<file path="src/design/rsm_pkg.sv">
package rsm_pkg;

    // widths fixed by the record format
    localparam int CNT_W   = 16;
    localparam int COORD_W = 16;
    localparam int DELTA_W = COORD_W + 1;
    localparam int PART_W  = 32;
    localparam int NSUM    = 5;

    // moved sums stay below 2^51 in magnitude
    localparam int MOVED_W = 56;

    // shared multiplier operand and product widths
    localparam int SQ_W   = 2 * DELTA_W;
    localparam int OPA_W  = DELTA_W + 1;
    localparam int OPB_W  = SQ_W + 1;
    localparam int PROD_W = OPA_W + OPB_W;

    // defaults for top level parameters
    localparam int SUM_WIDTH_DEF   = 32;
    localparam int QUEUE_DEPTH_DEF = 2;

    // register map
    localparam int ADDR_W    = 4;
    localparam int REG_IDX_W = 2;
    localparam int DATA_W    = 32;
    localparam logic [REG_IDX_W-1:0] REG_BASE_X = 2'd0;
    localparam logic [REG_IDX_W-1:0] REG_BASE_Y = 2'd1;
    localparam logic [REG_IDX_W-1:0] REG_LIMIT  = 2'd2;
    localparam logic [CNT_W-1:0]     LIMIT_RESET = 16'h00FF;
    localparam logic [CNT_W-1:0]     CNT_MAX     = 16'hFFFF;

    // lane numbering of the five sums
    localparam int LANE_X  = 0;
    localparam int LANE_Y  = 1;
    localparam int LANE_XX = 2;
    localparam int LANE_YY = 3;
    localparam int LANE_XY = 4;

    // partial record after delta computation
    typedef struct packed {
        logic [CNT_W-1:0]          n;
        logic signed [DELTA_W-1:0] dx;
        logic signed [DELTA_W-1:0] dy;
        logic signed [PART_W-1:0]  sx;
        logic signed [PART_W-1:0]  sy;
        logic signed [PART_W-1:0]  sxx;
        logic signed [PART_W-1:0]  syy;
        logic signed [PART_W-1:0]  sxy;
    } part_t;

    // record moved onto the accumulator base
    typedef struct packed {
        logic [CNT_W-1:0]          n;
        logic signed [MOVED_W-1:0] mx;
        logic signed [MOVED_W-1:0] my;
        logic signed [MOVED_W-1:0] mxx;
        logic signed [MOVED_W-1:0] myy;
        logic signed [MOVED_W-1:0] mxy;
    } moved_t;

endpackage

</file>
<file path="src/design/rsm_front.sv">
module rsm_front (
    input  logic                                aclk,
    input  logic                                aresetn,
    input  logic                                s_valid,
    output logic                                s_ready,
    input  logic [rsm_pkg::CNT_W-1:0]           s_part_count,
    input  logic signed [rsm_pkg::COORD_W-1:0]  s_part_base_x,
    input  logic signed [rsm_pkg::COORD_W-1:0]  s_part_base_y,
    input  logic signed [rsm_pkg::PART_W-1:0]   s_part_sum_dx,
    input  logic signed [rsm_pkg::PART_W-1:0]   s_part_sum_dy,
    input  logic signed [rsm_pkg::PART_W-1:0]   s_part_sum_dxx,
    input  logic signed [rsm_pkg::PART_W-1:0]   s_part_sum_dyy,
    input  logic signed [rsm_pkg::PART_W-1:0]   s_part_sum_dxy,
    input  logic signed [rsm_pkg::COORD_W-1:0]  base_x,
    input  logic signed [rsm_pkg::COORD_W-1:0]  base_y,
    output logic                                q_valid,
    input  logic                                q_ready,
    output rsm_pkg::part_t                      q_item
);

    logic           hold_valid_reg;
    rsm_pkg::part_t hold_reg;
    logic           accept;

    assign s_ready = !hold_valid_reg || q_ready;
    assign accept  = s_valid && s_ready;
    assign q_valid = hold_valid_reg;
    assign q_item  = hold_reg;

    // beat holding flag
    always_ff @(posedge aclk) begin
        if (!aresetn) begin
            hold_valid_reg <= 1'b0;
        end else if (accept) begin
            hold_valid_reg <= 1'b1;
        end else if (q_ready) begin
            hold_valid_reg <= 1'b0;
        end
    end

    // base offsets of the record against the accumulator base
    always_ff @(posedge aclk) begin
        if (accept) begin
            hold_reg.n   <= s_part_count;
            hold_reg.dx  <= {base_x[rsm_pkg::COORD_W-1], base_x}
                          - {s_part_base_x[rsm_pkg::COORD_W-1], s_part_base_x};
            hold_reg.dy  <= {base_y[rsm_pkg::COORD_W-1], base_y}
                          - {s_part_base_y[rsm_pkg::COORD_W-1], s_part_base_y};
            hold_reg.sx  <= s_part_sum_dx;
            hold_reg.sy  <= s_part_sum_dy;
            hold_reg.sxx <= s_part_sum_dxx;
            hold_reg.syy <= s_part_sum_dyy;
            hold_reg.sxy <= s_part_sum_dxy;
        end
    end

endmodule

</file>
<file path="config.mk">
export PLATFORM = sky130hd
export DESIGN_NAME = rsm_front
export DESIGN_NICKNAME = d
export VERILOG_FILES = /design/src/design/rsm_pkg.sv /design/src/design/rsm_front.sv
export SDC_FILE = /design/constraint.sdc
export NUM_CORES = 1
export LEC_CHECK = 0
export ABC_AREA = 1
export BUFFER_PORTS_ARGS = -buffer_cell sky130_fd_sc_hd__buf_2
export CORE_AREA = 2 2 177 179
export DETAILED_ROUTE_END_ITERATION = 8
export DIE_AREA = 0 0 179 181
export HOLD_SLACK_MARGIN = 0.1
export PLACE_DENSITY_LB_ADDON = 0.12
export SLEW_MARGIN = 5
export SYNTH_ARGS = -nofsm -noshare
export SYNTH_HDL_FRONTEND = slang
export SYNTH_SLANG_ARGS = --single-unit
export TNS_END_PERCENT = 30
</file>
<file path="constraint.sdc">
create_clock -name aclk -period 26.1 [get_ports aclk]
set_input_delay 1.305 -clock aclk [delete_from_list [all_inputs] [get_ports aclk]]
set_output_delay 1.305 -clock aclk [all_outputs]
set_load 0.02 [all_outputs]
</file>
==> impl_results.md, run 1 <==
* Status: finished clean
* Vias in the first global route at between 6000 and 7000
* CTS tree: built
* YS warnings at 0
* CTS Buf Count at 25
* Dpl hpwl at 21.2 mm
* Hold_buf cts at 0
* Hold WS at 0.591 ns
* Global-route wire length before repair at approximately 37 mm
* TNS Setup at 0 ns
* Synth top area share at between 70 and 80%
* Die height at approximately 180 um
* Non-filler cells, final at around 1600
* Post-synthesis cell area at approximately 0.0085 mm^2
* Clock skew at approximately 0.0068 ns
* Synth area leaders: edfxtp_1, nand2_1, inv_1
* WHS Path Cells at 2
* Clock Sinks at around 210
* Layout cells sized above 1 at between 40% and 50%
* Final Util at 40.0%
* Main combinational cell family by area after synthesis: simple AND/OR/NAND/NOR gates
* Hold Fails Final Rpt at 0
* Max Fclk at between 300 and 400 MHz
* Worst hold endpoint: q_valid
* Final period util at ~12%
* Max_cap viols at 0
* #FFs+latches synth at ~210
* Reg-to-Reg End: q_item[101]
* H-tree levels at 1
* # fillers at 3052
* Synthesized Nets at around 930
* Slew headroom at between 40% and 50%
* Simple-Gate Fraction of Synth Area at 11.5%
* Initial Utilization at between 20% and 30%
* DRC at 0
* Syn Inst Count at 650
* Fin crit period at between 3 and 4 ns
* Sequential area share after synthesis at approximately 75%
* Routed length per instance at 16.9 um
* Gr ovfl total at 0
* CTS max path bufs at 3
* Worst reg-to-reg path cell count at 2
* Register-to-register setup slack at 24.41 ns
* Post-cts sizing count at 0
* Synth area leader: edfxtp_1
* Io pins at approximately 460
* Core box area at a little over 0.03 mm^2
* Final #Nets at around 1400
* Vias at 6241
* Startpoint types: primary input
* Power Density at ~74 mW/mm^2
* Final setup fails at 0
* Final Power at 896 uW
* Compound-gate portion of the synthesized area at under 10%
* CTS root buf: clkbuf_16
* Clock Pin Slew Worst Setup and Hold Paths at ~0.060 ns
* Port buffer count at between 400 and 500
* Critical R2R Launch: q_valid
* Mux contribution to synthesized area at 0%
* Largest net degree at the start of global routing at 155
* Placed cell count at between 1500 and 2000
* Synth unique cells at 17
* Initial DRT Pass Iterations at 6
* Worst Path Required at 24.79 ns
* Post-synthesis adder-cell area fraction at between 5 and 6%
* WS Path Type: primary input to output pin
* Source of the critical timing path: q_ready
* Post-CTS setup buffers at 0
* P&R area growth vs syn at 43.3%
* FP Rows at 64
* Die width at between 150 and 200 um
* CP arrival at between 1.5 and 2 ns
* DR iter-0 viols at about 230
* Clock latency at the later pin of the worst-skew pair at around 0.51 ns
* Syn avg cell area at ~13 um^2
* Initial antenna violation count at 8
* Maximum vdd ir drop at around 0.038 mV
* Die area at about 0.032 mm^2
* Post-Synth XOR/XNOR Area at 1.45%
* Worst-path fanout max at 2
* Post-DRT Antenna Nets at 0
* DR vias/cell at between 4 and 5
* Max-slew violation count at 0
* Gp weighted congestion at 0.812
* HP Class: flip-flop to flip-flop
* Crit path capture type: output pin
* Final WL at 26.3 mm
* Leakage at 0.00591 uW
* RSZ-0062 raised after global routing: false
* Overall routing resource usage at between 15 and 20%
* Tightest Pin Transition at roughly 0.88 ns
* HP Start: q_valid
worst max path at each step:
stage	endpoint	slack (ns)	depth (start not counted)
finish	s_ready	23.07	4
global route	s_ready	23.02	4
CTS	s_ready	23.07	4
detailed placement	s_ready	23.07	4
global placement	s_ready	23.07	4
floorplan	q_item[0]	13.83	2
metrics by stage:
step           setup WS (ns)  area [um^2]
6_report               23.07        12100
4_1_cts                23.07        12100
5_1_grt                23.02        12100
2_1_floorplan          13.83         8470
3_3_place_gp           23.07        11300
3_5_place_dp           23.07        11300
flip-flops by register name (all words and copies together) (netlist names):
signal	cells
q_item	210
q_valid	1
worst max-delay path, stage by stage:
cell and delay (ns):
buf_2 0.09, inv_1 0.09, nand2_1 0.07, buf_2 0.16
cell usage after synthesis:
library cell,count
nor3_2,4
inv_2,1
nor3_1,4
fa_1,2
nand3_1,23
nor2_1,15
inv_1,130
nand2_1,184
xor2_1,9
ha_1,32
edfxtp_1,210
a21oi_1,21
nand2_2,5
a21boi_0,1
xnor2_1,5
or2_1,3
dfxtp_1,1
layer usage:
| layer | routed length [um] | GRT usage, % |
|---|---|---|
| met5 | 46 | 0 |
| met4 | 731 | 5.17 |
| met3 | 2450 | 4.55 |
| met2 | 14000 | 29.9 |
| met1 | 8990 | 15.6 |
area by class of cell:
| type | count | area, um^2 | area share (%) |
|---|---|---|---|
| Antenna cell | 4 | 10.0 | 0.0825 |
| Clock buffer | 28 | 637 | 5.25 |
| Clock inverter | 15 | 209 | 1.72 |
| Inverter | 131 | 492 | 4.05 |
| Multi-Input combinational cell | 308 | 1660 | 13.7 |
| Sequential cell | 211 | 6330 | 52.1 |
| Tap cell | 396 | 495 | 4.08 |
| Timing Repair Buffer | 457 | 2300 | 19.0 |
cell families after synthesis:
kind of cell / after synthesis
AO/OA/AOI/OAI: 22
XOR/XNOR: 14
adder cells (fa/ha/maj): 34
buffers and inverters: 131
flip-flops: 211
AND/OR/NAND/NOR: 238
power by group:
group          total (uW)  internal [uW]  switching, uW
clock                 360            224            136
combinational         128           44.5           83.8
sequential            408            403           5.42
placed cells by master, fill, tap and decap left out, drive strengths merged:
| cell | netlist | layout |
|---|---|---|
| buf | 0 | 457 |
| clkinv | 0 | 7 |
| nand2 | 189 | 189 |
| nor2 | 15 | 15 |
| clkinvlp | 0 | 1 |
| edfxtp | 210 | 210 |
| a21boi | 1 | 1 |
| dfxtp | 1 | 1 |
| bufinv | 0 | 5 |
| or2 | 3 | 3 |
| clkbuf | 0 | 28 |
| nor3 | 8 | 8 |
| a21oi | 21 | 21 |
| fa | 2 | 2 |
| ha | 32 | 32 |
| diode | 0 | 4 |
| xnor2 | 5 | 5 |
| xor2 | 9 | 9 |
| nand3 | 23 | 23 |
| inv | 131 | 133 |
Note: power is estimated with default switching activity, not from simulation.
==> run 2: changes to the inputs <==
--- a/config.mk
+++ b/config.mk
@@ -5,11 +5,11 @@
 export SDC_FILE = /design/constraint.sdc
 export NUM_CORES = 1
 export LEC_CHECK = 0
-export ABC_AREA = 1
+export ABC_AREA = 0
 export BUFFER_PORTS_ARGS = -buffer_cell sky130_fd_sc_hd__buf_2
-export CORE_AREA = 2 2 177 179
+export CORE_AREA = 2 2 180 182
 export DETAILED_ROUTE_END_ITERATION = 8
-export DIE_AREA = 0 0 179 181
+export DIE_AREA = 0 0 182 184
 export HOLD_SLACK_MARGIN = 0.1
 export PLACE_DENSITY_LB_ADDON = 0.12
 export SLEW_MARGIN = 5
==> constraint.sdc (replaced) <==
create_clock -name aclk -period 3 [get_ports aclk]
set_input_delay 0.15 -clock aclk [delete_from_list [all_inputs] [get_ports aclk]]
set_output_delay 0.15 -clock aclk [all_outputs]
set_load 0.02 [all_outputs]
==> run 2 against run 1 <==
Sequential power rose to 8.7 times the previous value. Global-route usage fell by 1.4 points. Synthesized cell count fell by 30%. First-iteration DRC count fell by 41%. Critical path depth rose by 6. Via count rose by 0.38%. Worst setup slack got worse by 22 ns. Clock power rose to 8.1 times the previous value. Total power rose to 8.6 times the previous value. Synthesized area fell by 5.2%. Routed wire length fell by 3.8%. Final cell count barely moved.
==> impl_results.md, run 2 <==
* Status: finished clean
* #FFs+latches synth at approximately 210
* Dpl hpwl at about 19 mm
* Syn Inst Count at ~460
* Synth area leaders: edfxtp_1, ha_1, inv_1
* Power share of the sequential group at between 40% and 50%
* Global-route wire length before repair at approximately 36 mm
* Slowest-stage cell, CP: dlygate4sd3_1
* Number of flops mapped to enable cells by yosys at 210
* Slew headroom at between 60% and 70%
* Max Fclk at 425 MHz
* Initial antenna violation count at 0
* WS Path Type: primary input to flip-flop
* Synth top area share at about 79%
* Most common cell in the netlist: edfxtp_1
* Tightest Pin Transition at around 0.53 ns
* Maximum vdd ir drop at 0.340 mV
* YS warnings at 0
* Final period util at about four fifths
* Max-slew violation count at 0
* RSZ-0062 raised after global routing: false
* Post-synthesis cell area at ~0.008 mm^2
* Switching portion of total power at ~25%
* Clock group share of total power at around 38%
* Initial Utilization at around a quarter
* Commonest cells after routing, fill and taps aside: buf_2, edfxtp_1, dlygate4sd3_1, inv_1, ha_1
* # fillers at 3003
* Largest net degree at the start of global routing at ~50
* Power Density at roughly 570 mW/mm^2
* Syn avg cell area at 17.6 um^2
* Synthesized Nets at around 740
* DRC at 0
* Sequential area share after synthesis at about four fifths
* Io pins at ~460
* Synth area leader: edfxtp_1
* Final Util at a little over two fifths
* Most frequent cells after synthesis: edfxtp_1, inv_1, ha_1
* Net Switching at just under 2000 uW
* H-tree levels at 1
* DR vias/cell at 4.04
* Combinational Power Share at 16.5%
* TNS Setup at 0 ns
* Port buffer count at around 460
* CTS max path bufs at 3
* Max incr delay on CP at around 0.53 ns
* Die height at ~180 um
* Max_cap viols at 0
* Vias in the first global route at ~6500
* Routed length per instance at 16.3 um
* Post-cts sizing count at 0
* Diode count at 0
* Final WL at between 20 and 30 mm
* Placed cell count at 1316
* Commonest non-fill, non-tap cell in the layout: buf_2
* Post-DRT Antenna Nets at 0
* Clock latency at the later pin of the worst-skew pair at approximately 0.52 ns
* Worst path cell trace: dlygate4sd3_1 -> buf_2 -> ha_1 -> fa_1 -> nor2b_1 -> o2111ai_1 -> a21o_1 -> a211o_1 -> a21oi_1 -> o22ai_1
* Hold Fails Final Rpt at 0
* FP Rows at between 60 and 70
* Final setup fails at 0
* Worst-path fanout max at 4
* Worst Path Required at approximately 3.3 ns
* Cell Int Power at 5780 uW
* CTS tree: built
* Die area at about 0.033 mm^2
* Gp weighted congestion at roughly 0.75
* Initial DRT Pass Iterations at 4
* Ys async rst share at 0%
* Max reg flops at 210
* Clock Pin Slew Worst Setup and Hold Paths at 0.06 ns
* Primary FF master, synth: edfxtp_1
* Non-filler cells, final at 1549
* Gr ovfl total at 0
* Overall routing resource usage at between 10% and 20%
* Clock Sinks at between 200 and 250
* Leakage at about 0.0059 uW
* DR iter-0 viols at approximately 130
* Startpoint types: primary input
* Fin crit period at 2.35 ns
* Vias at 6265
* HP Class: primary input to flip-flop
* Synth unique cells at 47
* CP arrival at between 2 and 3 ns
* Die width at 182 um
* P&R area growth vs syn at 68.6%
* Core box area at around 0.031 mm^2
* CTS root buf: clkbuf_16
* Final #Nets at 1408
* Crit path capture type: flip-flop
* Clock skew at 0.00511 ns
* CTS Buf Count at 26
* Layout cells sized above 1 at a little over two fifths
## run 2: changes by cell type after synthesis, moves of 5 or more
cell      change
a21o_1       +11
inv_1        -84
nand2_1     -174
nand2_2       -5
nand2b_1      +5
nand3_1      -18
nor2b_1       +5
o211ai_1      +5
o21a_1        +7
o21ai_0       +7
xnor2_1       +6
## run 2: per-stage QoR
step / instance area [um^2] / hold WS, ns / total power, uW / setup WS, ns
after floorplan: 8030 / 0.249 / 4230 / 0.430
after global placement: 10900 / 0.326 / 4700 / 0.698
after detailed placement: 10900 / 0.328 / 4700 / 0.670
after CTS: 13500 / 0.107 / 7890 / 0.684
after global routing: 13500 / 0.159 / 8110 / 0.509
final: 13500 / 0.134 / 7740 / 0.649
## run 2: power by group through the flow
| stage | clock (uW) | sequential, uW | combinational (uW) |
|---|---|---|---|
| detailed placement | 0 | 3610 | 1100 |
| global placement | 0 | 3600 | 1090 |
| global route | 3150 | 3570 | 1390 |
| finish | 2910 | 3550 | 1280 |
| floorplan | 0 | 3890 | 346 |
| CTS | 3040 | 3550 | 1300 |
## run 2: worst max-delay path, delay by kind of cell
kind	cells	cell delay, ns
adder cells (fa/ha/maj)	2	0.64
AND/OR/NAND/NOR	1	0.17
AO/OA/AOI/OAI	5	1.01
buffers and inverters	2	0.65
## run 2: layer usage
| metal | wire (um) | vias to the layer above | global-route usage [%] | share of wire (%) |
|---|---|---|---|---|
| met1 | 9650 | 2887 | 15.8 | 38 |
| li1 | - | 3088 | - | - |
| met4 | 554 | 0 | 4.13 | 2.2 |
| met5 | 0 | - | 0 | 0 |
| met2 | 13000 | 253 | 26.0 | 51 |
| met3 | 2080 | 37 | 4.04 | 8.2 |
## run 2: repair_timing
| item | 4_1_cts | 5_1_grt |
|---|---|---|
| hold buffers | 188 | 0 |
| endpoints found under the hold margin | 186 | 0 |
| buffers inserted | 0 | 0 |
## run 2: cell families (layout without fill, tap and decap cells)
family | after synthesis | count (layout) | synth area share (%)
compound gates | 82 | 82 | 7.26
xor+xnor | 20 | 20 | 2.18
fa+ha+maj | 34 | 34 | 5.49
buf+inv | 50 | 740 | 2.34
flops | 211 | 211 | 78.8
mux | 2 | 2 | 0.265
simple gates | 58 | 58 | 3.68
## run 2: cell type report
| type | count | area [um^2] | share of cell area [%] |
|---|---|---|---|
| clock buffer | 29 | 683 | 5.05 |
| clock inverter | 16 | 108 | 0.795 |
| inverter | 46 | 173 | 1.28 |
| multi-input combinational | 196 | 1520 | 11.2 |
| sequential | 211 | 6330 | 46.7 |
| tap | 402 | 503 | 3.72 |
| timing repair buffer | 649 | 4230 | 31.2 |
## run 2: path summary, 6_finish.rpt
check / startpoint / endpoint / slack, ns / cells past startpoint
hold / removal: base_y[11] / q_item[171] / 0.13 / 3
hold reg to reg: q_valid / q_item[34] / 0.96 / 2
setup reg to reg: q_valid / q_item[106] / 1.33 / 3
setup / recovery: s_part_base_y[0] / q_item[176] / 0.65 / 10
